### src/design/fpr_pkg.sv
`default_nettype none
// ----------------------------------------------------------------------------
// fpr_pkg
// Shared types, defaults and the fast-packet group list for the reassembler.
// ----------------------------------------------------------------------------
package fpr_pkg;

  localparam int SOURCES_DEF     = 256;
  localparam int MAX_PAYLOAD_DEF = 223;
  localparam int NUM_FAST        = 29;

  localparam logic [17:0] FAST_PGNS [NUM_FAST] = '{
    18'd127489, 18'd126464, 18'd126208, 18'd129795, 18'd129794, 18'd129797,
    18'd129029, 18'd129285, 18'd127237, 18'd129540, 18'd129796, 18'd129284,
    18'd127497, 18'd127496, 18'd127498, 18'd129039, 18'd127503, 18'd129038,
    18'd129041, 18'd129809, 18'd130320, 18'd129040, 18'd128275, 18'd130578,
    18'd129810, 18'd129045, 18'd129044, 18'd126996, 18'd126998
  };

  // one queued CAN frame
  typedef struct packed {
    logic             is_fast;
    logic [28:0]      frame_id;
    logic [3:0]       data_count;
    logic [7:0][7:0]  bytes;
  } item_t;

  // PDU1 groups (PF below 240) carry a destination in PS, so it is masked
  function automatic logic pgn_is_fast(logic [28:0] id);
    logic [17:0] pgn;
    logic        hit;
    pgn = id[25:8];
    hit = 1'b0;
    if (id[23:16] < 8'd240) pgn[7:0] = 8'h00;
    for (int i = 0; i < NUM_FAST; i++) begin
      if (FAST_PGNS[i] == pgn) hit = 1'b1;
    end
    return hit;
  endfunction

endpackage
`default_nettype wire

### src/design/fpr_front.sv
`default_nettype none
// ----------------------------------------------------------------------------
// fpr_front
// Accepts frames, tags fast-packet groups and holds them in a two-word queue.
// ----------------------------------------------------------------------------
module fpr_front import fpr_pkg::*; (
  input  wire logic         clk,
  input  wire logic         rst,
  input  wire logic         in_valid,
  output logic              in_ready,
  input  wire logic [28:0]  in_frame_id,
  input  wire logic [3:0]   in_data_count,
  input  wire logic [63:0]  in_bytes,
  output logic              q_valid,
  output item_t             q_item,
  input  wire logic         q_pop
);

  item_t      slots [2];
  logic       wr_ptr;
  logic       rd_ptr;
  logic [1:0] count;
  logic       push;
  item_t      new_item;

  assign in_ready = (count != 2'd2);
  assign push     = in_valid && in_ready;
  assign q_valid  = (count != 2'd0);
  assign q_item   = slots[rd_ptr];

  always_comb begin
    new_item.is_fast    = pgn_is_fast(in_frame_id);
    new_item.frame_id   = in_frame_id;
    new_item.data_count = in_data_count;
    new_item.bytes      = in_bytes;
  end

  always_ff @(posedge clk) begin
    if (push) slots[wr_ptr] <= new_item;
    if (rst) begin
      wr_ptr <= 1'b0;
      rd_ptr <= 1'b0;
      count  <= 2'd0;
    end else begin
      if (push) wr_ptr <= ~wr_ptr;
      if (q_pop) rd_ptr <= ~rd_ptr;
      case ({push, q_pop})
        2'b10:   count <= count + 2'd1;
        2'b01:   count <= count - 2'd1;
        default: count <= count;
      endcase
    end
  end

endmodule
`default_nettype wire

### config.mk
export PLATFORM = sky130hd
export DESIGN_NAME = fpr_front
export DESIGN_NICKNAME = d
export VERILOG_FILES = /design/src/design/fpr_pkg.sv /design/src/design/fpr_front.sv
export SDC_FILE = /design/constraint.sdc
export NUM_CORES = 1
export LEC_CHECK = 0
export BUFFER_PORTS_ARGS = -buffer_cell sky130_fd_sc_hd__buf_2
export CELL_PAD_IN_SITES_DETAIL_PLACEMENT = 0
export CELL_PAD_IN_SITES_GLOBAL_PLACEMENT = 1
export CORE_ASPECT_RATIO = 0.8
export CORE_MARGIN = 1.5
export CORE_UTILIZATION = 44
export CTS_BUF_LIST = sky130_fd_sc_hd__clkbuf_4 sky130_fd_sc_hd__clkbuf_8 sky130_fd_sc_hd__clkbuf_16
export CTS_CLUSTER_SIZE = 25
export DETAILED_ROUTE_END_ITERATION = 12
export PLACE_DENSITY_LB_ADDON = 0.1
export SYNTH_ARGS = -nofsm -noshare
export SYNTH_HDL_FRONTEND = slang
export SYNTH_SLANG_ARGS = --single-unit
### constraint.sdc
create_clock -name clk -period 7.43 [get_ports clk]
set_input_delay 0.743 -clock clk [delete_from_list [all_inputs] [get_ports clk]]
set_output_delay 0.743 -clock clk [all_outputs]
set_load 0.1 [all_outputs]
## Word-level counts from Yosys, hierarchy flattened

Memories as Yosys holds them, arrays and structs flattened. A register that Yosys moved wholly into a read port is not among the register bits.
Cells that the tools add are included.

- Register bits: 4
- Bits in writable memories: 196
- Output and inout bits: 100
- Word-level logic and storage cells: 79
- Memories: 1

Memories:

| memory | depth | bits a word | rd ports | clocked after Yosys merged registers in | wr ports | RTL line | source |
|---|---|---|---|---|---|---|---|
| slots | 2 | 98 | 1 | 1 | 1 | fpr_front.sv:19 | `item_t slots [2];` |

- Add/subtract/negate cells: 2
- Order comparisons: 1
- Equality and inequality tests: 32
- Muxes and demuxes: 35
- Bitwise logic cells: 2
- Reductions and logical operators: 3

Operators with widths:

| kind | count |
|---|---|
| $eq A17 B18 Y1 const A | 29 |
| $mux W1 | 33 |
| $lt A8 B8 Y1 const B | 1 |
| $mux W8 | 1 |
| $pmux W2 S2 | 1 |
| $reduce_bool A2 Y1 | 2 |
| $add A2 B1 Y2 const B | 1 |
| $eq A2 B1 Y1 const B | 1 |
| $eq A2 B2 Y1 const B | 1 |
| $ne A2 B2 Y1 const B | 1 |
| $not A1 Y1 | 2 |
| $sub A2 B1 Y2 const B | 1 |
| $logic_and A1 B1 Y1 | 1 |

## Logic depth before layout (Yosys ltp)

Gate-level depths: netlist (run 1).

- Word-level depth: 32
- Mapped depth: 6
- Mapped depth without buffers: 6

## Least setup slack after synthesis (run 1)

OpenSTA, ideal clock, no wires.

- Path type: reg-to-reg
- From: register count[0]
- To: memory slots[0][0] (netlist name) (enable)
- Arrival time: 5.563 ns
- Data required time: 6.874 ns
- Path slack: 1.311 ns
- Cell stages (with the launch flop): 4
- Path through: dfxtp_1 nand2b_1 nand2_1 nor2_1

- Cells in the longest elaborated chain, start to end: 4

RTL lines:

| item | RTL line | source |
|---|---|---|
| from (decl) | fpr_front.sv:22 | `logic [1:0] count;` |
| from (signal assigned) | fpr_front.sv:48 | `2'b10: count <= count + 2'd1;` |
| from (signal assigned) | fpr_front.sv:49 | `2'b01: count <= count - 2'd1;` |
| from (signal assigned) | fpr_front.sv:50 | `default: count <= count;` |
| $ne A2 B2 Y1 | fpr_front.sv:26 | `assign in_ready = (count != 2'd2);` |
| named net in_ready | fpr_front.sv:10 | `output logic in_ready,` |
| $logic_and A1 B1 Y1 | fpr_front.sv:27 | `assign push = in_valid && in_ready;` |
| $mux W1 | fpr_front.sv:39 | `if (push) slots[wr_ptr] <= new_item;` |
| $mux W1 (not written as such) | fpr_front.sv:39 |  |
| to (decl) | fpr_front.sv:19 |  |

The timed path passes the listed nets, and every way through them passes these cells.

==> run metrics, run 1 <==
r2r setup slk around 4.7 ns; stages on the worst setup path 3; DR WL met3 roughly 1100 um; Mapped Avg Cell Area 20.4 sq um; critical path cell sequence buf_4 > mux2_1 > buf_2; area growth from synthesis to layout 25.5%; DR iter-0 viols 254; Yosys top cell area share about 78%; Starting Density between 40% and 50%; CTS clk-pin slew, worst paths roughly 0.060 ns; vias in the first global route ~4200; post-synth cell types 39; PortBufs 200; M1 wire length 6000 um; mapped cell area 7540 sq um; maximum root-to-sink buffer count 3; cts hold-fix bufs 0; WP data required approximately 6.7 ns; Worst Setup End Kind primary output; CTS Buf Count 21; row count between 40 and 50; Slew HR a little over a third; critical-path maximum fanout between 50 and 60; # clock sinks roughly 200; root buf cell clkbuf_16; commonest non-fill, non-tap cell in the layout buf_2; drt pass-1 iters 4; Filler cells 1333; GRT Util Overall around 16%; synth warn 0; # Post-CTS Setup Buffers 0; HP Start in_bytes[15]; largest net degree at the start of global routing 72; DRC 0; design area 9470 sq um; routed via count 4052; post-synthesis cell count 370; cell taking the most area after synthesis edfxtp_1; ratio of cells with drive above 1 in the final layout between 50% and 60%; chip height 120 um; first-pass GRT wire length 21700 um; DP Area approximately 9000 sq um; Vias/cell 4.95; Startpoint Class flip-flop; MaxCap Viol Count 0; sequential fraction of the synthesis area around 80%; WP buf/inv 2; Reg2Reg Depth 4; Peak VDD IR approximately 0.00022 V; slew of the pin with the lowest slew margin slightly below 1 ns; RR Startpoint count[0]; Core ar. roughly 17000 sq um; most frequent cells in the layout buf_2 (200), edfxtp_1 (196), mux2_2 (84); routed length per instance 17.4 um; met2 wire length around 6800 um; CP max-delay cell dfxtp_4; fin crit period about 3.5 ns; flops & latches, synth around 200; ANT nets after route 0; Clock Latency Late Sink approximately 0.5 ns; Max stage delay on crit path between 0.7 and 0.8 ns; width of the die about 150 um; final WL roughly 14000 um; # nets final 685; crit-path leading delay family buffers and inverters; antenna cells 0; gpl congestion 0.770; clock skew between 0.01 and 0.015 ns; end of the critical path q_item[97]; Setup TNS 0 ns; fmax between 0.2 and 0.3 GHz; Final Max Tran Viols 0; Crit Path Class reg2out; Mapped Nets ~470; gr ovfl total 0; Hold Vio Cnt, Final 0; Hold Path Class in2reg; LEAKAGE 3.51 nW; synth top area cells edfxtp_1 (78%), mux2_2 (13%), mux2_1 (2.1%); HPWL after DPL just over 9000 um; Arr. time, crit path 2.71 ns; die area between 15000 and 20000 sq um; outcome complete, no violations; # IOs around 200; FF-to-FF End slots[0][30]; CTS tree yes; period utilization 46.5%; RSZ-0062 raised after global routing no; Post-CTS Resized 0; initial antenna violation count 0; # setup viols final 0; top sig layer met4; PD cells between 300 and 400 nW/um^2; CTS H-tree depth 1
-- cell usage after synthesis (all sizes together) --
master / n
buf: 5
and2b: 2
dfxtp: 5
xnor2: 2
nor4: 3
and3: 1
nor4b: 1
o221ai: 1
and4: 1
o32ai: 1
and4b: 1
or3: 1
o311a: 1
a31oi: 2
a211oi: 1
nand3: 2
a21oi: 3
nor2b: 5
o21a: 2
nor3: 2
clkbuf: 8
nand3b: 2
xor2: 3
edfxtp: 196
or4b: 1
nand2: 3
nor2: 7
nand4: 2
o21ai: 2
ha: 1
nand2b: 1
nor4bb: 1
mux2: 98
o41ai: 1
or2: 1
o211ai: 1
-- power by group --
| part | switching (mW) | leakage [nW] | internal [mW] |
|---|---|---|---|
| clock | 0.403 | 0.337 | 0.586 |
| sequential | 0.0369 | 1.87 | 1.39 |
| combinational | 0.779 | 1.30 | 0.158 |
-- sequential cells by signal, indices dropped and copies added, names as in the netlist, named ones only --
name    cells
count       2
rd_ptr      1
slots     196
wr_ptr      1
-- how the worst min path moves through the flow --
stage,slack (ns),depth (start not counted),endpoint
after floorplan,0.46,2,count[1]
after global placement,0.48,2,count[1]
after detailed placement,0.49,2,count[1]
after CTS,0.42,1,slots[1][2]
after global routing,0.42,1,slots[1][2]
final,0.44,1,slots[0][15]
-- worst reg2reg max path: cells and delay by family (launching register included) --
kind	cells	cell delay, ns
AND/OR/NAND/NOR	3	1.01
buffers and inverters	1	0.86
flip-flops	1	0.40
-- per-layer routing --
| layer | track usage, % | up-vias |
|---|---|---|
| met5 | 0 | - |
| met1 | 20.7 | 1982 |
| met3 | 4.07 | 19 |
| li1 | - | 1907 |
| met2 | 26.2 | 144 |
| met4 | 4.52 | 0 |
-- through the flow --
| step | total power [mW] | cells | utilization [%] | hold WS [ns] | worst slack [ns] |
|---|---|---|---|---|---|
| 2_1_floorplan | 2.24 | 370 | - | 0.461 | 1.31 |
| 3_3_place_gp | 2.39 | 780 | 52.8 | 0.482 | 4.43 |
| 3_5_place_dp | 2.39 | 780 | 52.8 | 0.492 | 4.42 |
| 4_1_cts | 3.39 | 818 | 56.8 | 0.417 | 3.89 |
| 5_1_grt | 3.47 | 818 | 56.8 | 0.415 | 3.82 |
| 6_report | 3.35 | 818 | 56.8 | 0.443 | 3.98 |
-- area by class of cell --
cell class	instances	area, sq um	share of cell area [%]
sequential	201	5990	63.3
multi-input combinational	156	1510	16.0
timing repair buffer	203	1020	10.8
clock buffer	25	574	6.07
tap	220	275	2.91
clock inverter	13	92.6	0.978
-- logic make-up (layout without fill, tap and decap cells) --
family	count (synthesis)	in the layout	share of synthesized area, %
AO/OA/AOI/OAI	15	15	1.48
XOR/XNOR	5	5	0.581
AND/OR/NAND/NOR	37	37	3.00
flip-flops	201	201	79.3
adder cells (fa/ha/maj)	1	1	0.166
multiplexers	98	98	14.6
buffers and inverters	13	241	0.813
(Power assumes the default switching activity.)
==> run 2, diff against run 1 <==
ABC_AREA = 1   (was default)
clock period = 3.2 ns   (was 7.43 ns; I/O delays follow)
==> run 2 against run 1 <==
Synthesized cell count is 18% higher. Clock power rose by 120%. Total power up 110%. Die area rose by 2.6%. Critical endpoint is now q_item[91]. Critical path type unchanged. Utilization down 0.62 points. Combinational power rose by 95%. Area after synthesis increased by 2.7%. Highest routed layer is now met5.
==> run metrics, run 2 <==
Arr. time, crit path 2.24 ns; Worst Setup End Kind primary output; Peak VDD IR around 0.00046 V; first-pass GRT wire length about 23000 um; WP data required between 2 and 3 ns; PD cells 740 nW/um^2; MaxCap Viol Count 0; routed via count 4330; initial antenna violation count 2; ANT nets after route 0; # IOs between 200 and 250; Final Max Tran Viols 0; DR iter-0 viols about 260; Hold Vio Cnt, Final 0; post-synth cell types 25; routed length per instance around 17 um; vias in the first global route about 4400; die area ~18000 sq um; largest net degree at the start of global routing 83; CTS Buf Count 21; maximum root-to-sink buffer count 3; synth top area cells edfxtp_1 (76%), mux2_2 (14%), nand2_1 (1.6%); crit-path leading delay family flip-flops; number of synthesized flops with an enable pin about 200; Core ar. between 15000 and 20000 sq um; largest register by flop count slots; post-synthesis cell count 436; flops & latches, synth roughly 200; Slew HR 53.7%; Hold Path Class in2reg; row count 43; CP max-delay cell dfxtp_4; Starting Density 44.9%; Post-CTS Resized 0; CTS clk-pin slew, worst paths around 0.060 ns; leading registers by flop count slots (196), count (2); # setup viols final 0; gpl congestion between 0.8 and 0.9; width of the die 151 um; commonest non-fill, non-tap cell in the layout buf_2; root buf cell clkbuf_16; HPWL after DPL 9880 um; fin crit period about 2.6 ns; Final Util 56.2%; area growth from synthesis to layout 25.3%; Primary FF master, synth edfxtp_1; GRT Util Overall around 16%; Clock Latency Late Sink 0.49 ns; total power roughly 7 mW; Crit Path Class reg2out; most frequent cell after synthesis edfxtp_1; clock skew roughly 0.012 ns; Post-synth ARST share 0%; CTS tree yes; LEAKAGE around 3.7 nW; PortBufs 200; drt pass-1 iters 4; DRC 0; gr ovfl total 0; fmax between 0.3 and 0.4 GHz; # nets final about 760; WP buf/inv 2; synth warn 0; most frequent cells in the layout buf_2 (200), edfxtp_1 (196), mux2_2 (98); Mapped Avg Cell Area approximately 18 sq um; outcome complete, no violations; Startpoint Class flip-flop; period utilization approximately four fifths; Synth top cells by count edfxtp_1 (196), mux2_2 (98), nand2_1 (33), nor2_1 (28), nand3_1 (20); design area 9710 sq um; ratio of cells with drive above 1 in the final layout 52.5%; slew of the pin with the lowest slew margin a little under 0.7 ns; # clock sinks approximately 200; DP Area roughly 9100 sq um; critical path cell sequence buf_12 > mux2_2 > buf_2; Yosys top cell area share 76.0%; Setup TNS 0 ns; RSZ-0062 raised after global routing no; mapped cell area a little under 8000 sq um; final WL around 15000 um; # Post-CTS Setup Buffers 0; cts hold-fix bufs 2; Vias/cell just under 5; Mapped Nets ~540; CTS H-tree depth 1; critical-path maximum fanout 47; max reg flops between 150 and 200; chip height around 120 um; Max stage delay on crit path around 0.8 ns; sequential fraction of the synthesis area between 70 and 80%; cell taking the most area after synthesis edfxtp_1
## run 2: kinds of logic (layout without fill, tap and decap cells)
family | Yosys count | after routing | synth area share [%]
xor gates and xnor gates | 1 | 1 | 0.113
and+or+nand+nor | 98 | 98 | 5.94
AOI/OAI and AO/OA | 7 | 7 | 0.501
buffers and inverters | 30 | 261 | 1.78
adders and majority gates | 1 | 1 | 0.161
DFF | 201 | 201 | 77.3
muxes | 98 | 98 | 14.2
other | 0 | 1 | 0
## run 2: worst register-to-register path: cells and delay by family, from the launching register on
family	cells	cell delay, ns
and+or+nand+nor	3	0.41
buffers and inverters	2	0.46
DFF	1	0.37
## run 2: stage by stage
step	hold slack [ns]	cells	worst slack [ns]
2_1_floorplan	0.389	436	0.151
3_3_place_gp	0.479	855	1.13
3_5_place_dp	0.497	855	1.10
4_1_cts	0.000217	892	0.578
5_1_grt	0.00214	892	0.507
6_report	0.0199	893	0.636
## run 2: power by group
| group | internal, mW | total (mW) | switching (mW) | leakage, nW |
|---|---|---|---|---|
| Combinational | 0.336 | 1.83 | 1.49 | 1.52 |
| Sequential | 3.13 | 3.20 | 0.0717 | 1.87 |
| Clock | 1.24 | 2.15 | 0.911 | 0.300 |
| Total | 4.70 | 7.18 | 2.48 | 3.69 |
## run 2: final cells by class
type,count,area (sq um)
tap,225,282
clock inverter,9,43.8
timing repair buffer,208,1120
antenna,1,2.50
inverter,18,67.6
multi-input combinational,205,1640
sequential,201,5990
fill,1390,7560
clock buffer,26,563
## run 2: layer usage
layer  share of wire [%]  up-vias  track usage [%]
met5               0.080        -                0
met4                 1.3        2             3.76
met3                 8.3       18             4.42
met2                  49      151             27.6
met1                  41     2079             20.7
li1                    -     2080                -
## run 2: path summary, 6_finish.rpt
path                        to  depth (start not counted)            start  slack, ns
hold / removal    slots[1][95]                          1  in_frame_id[27]       0.02
setup / recovery    q_item[91]                          3        flip-flop       0.64
hold reg to reg      flip-flop                          2           rd_ptr       0.51
setup reg to reg  slots[1][46]                          5         count[0]       1.52
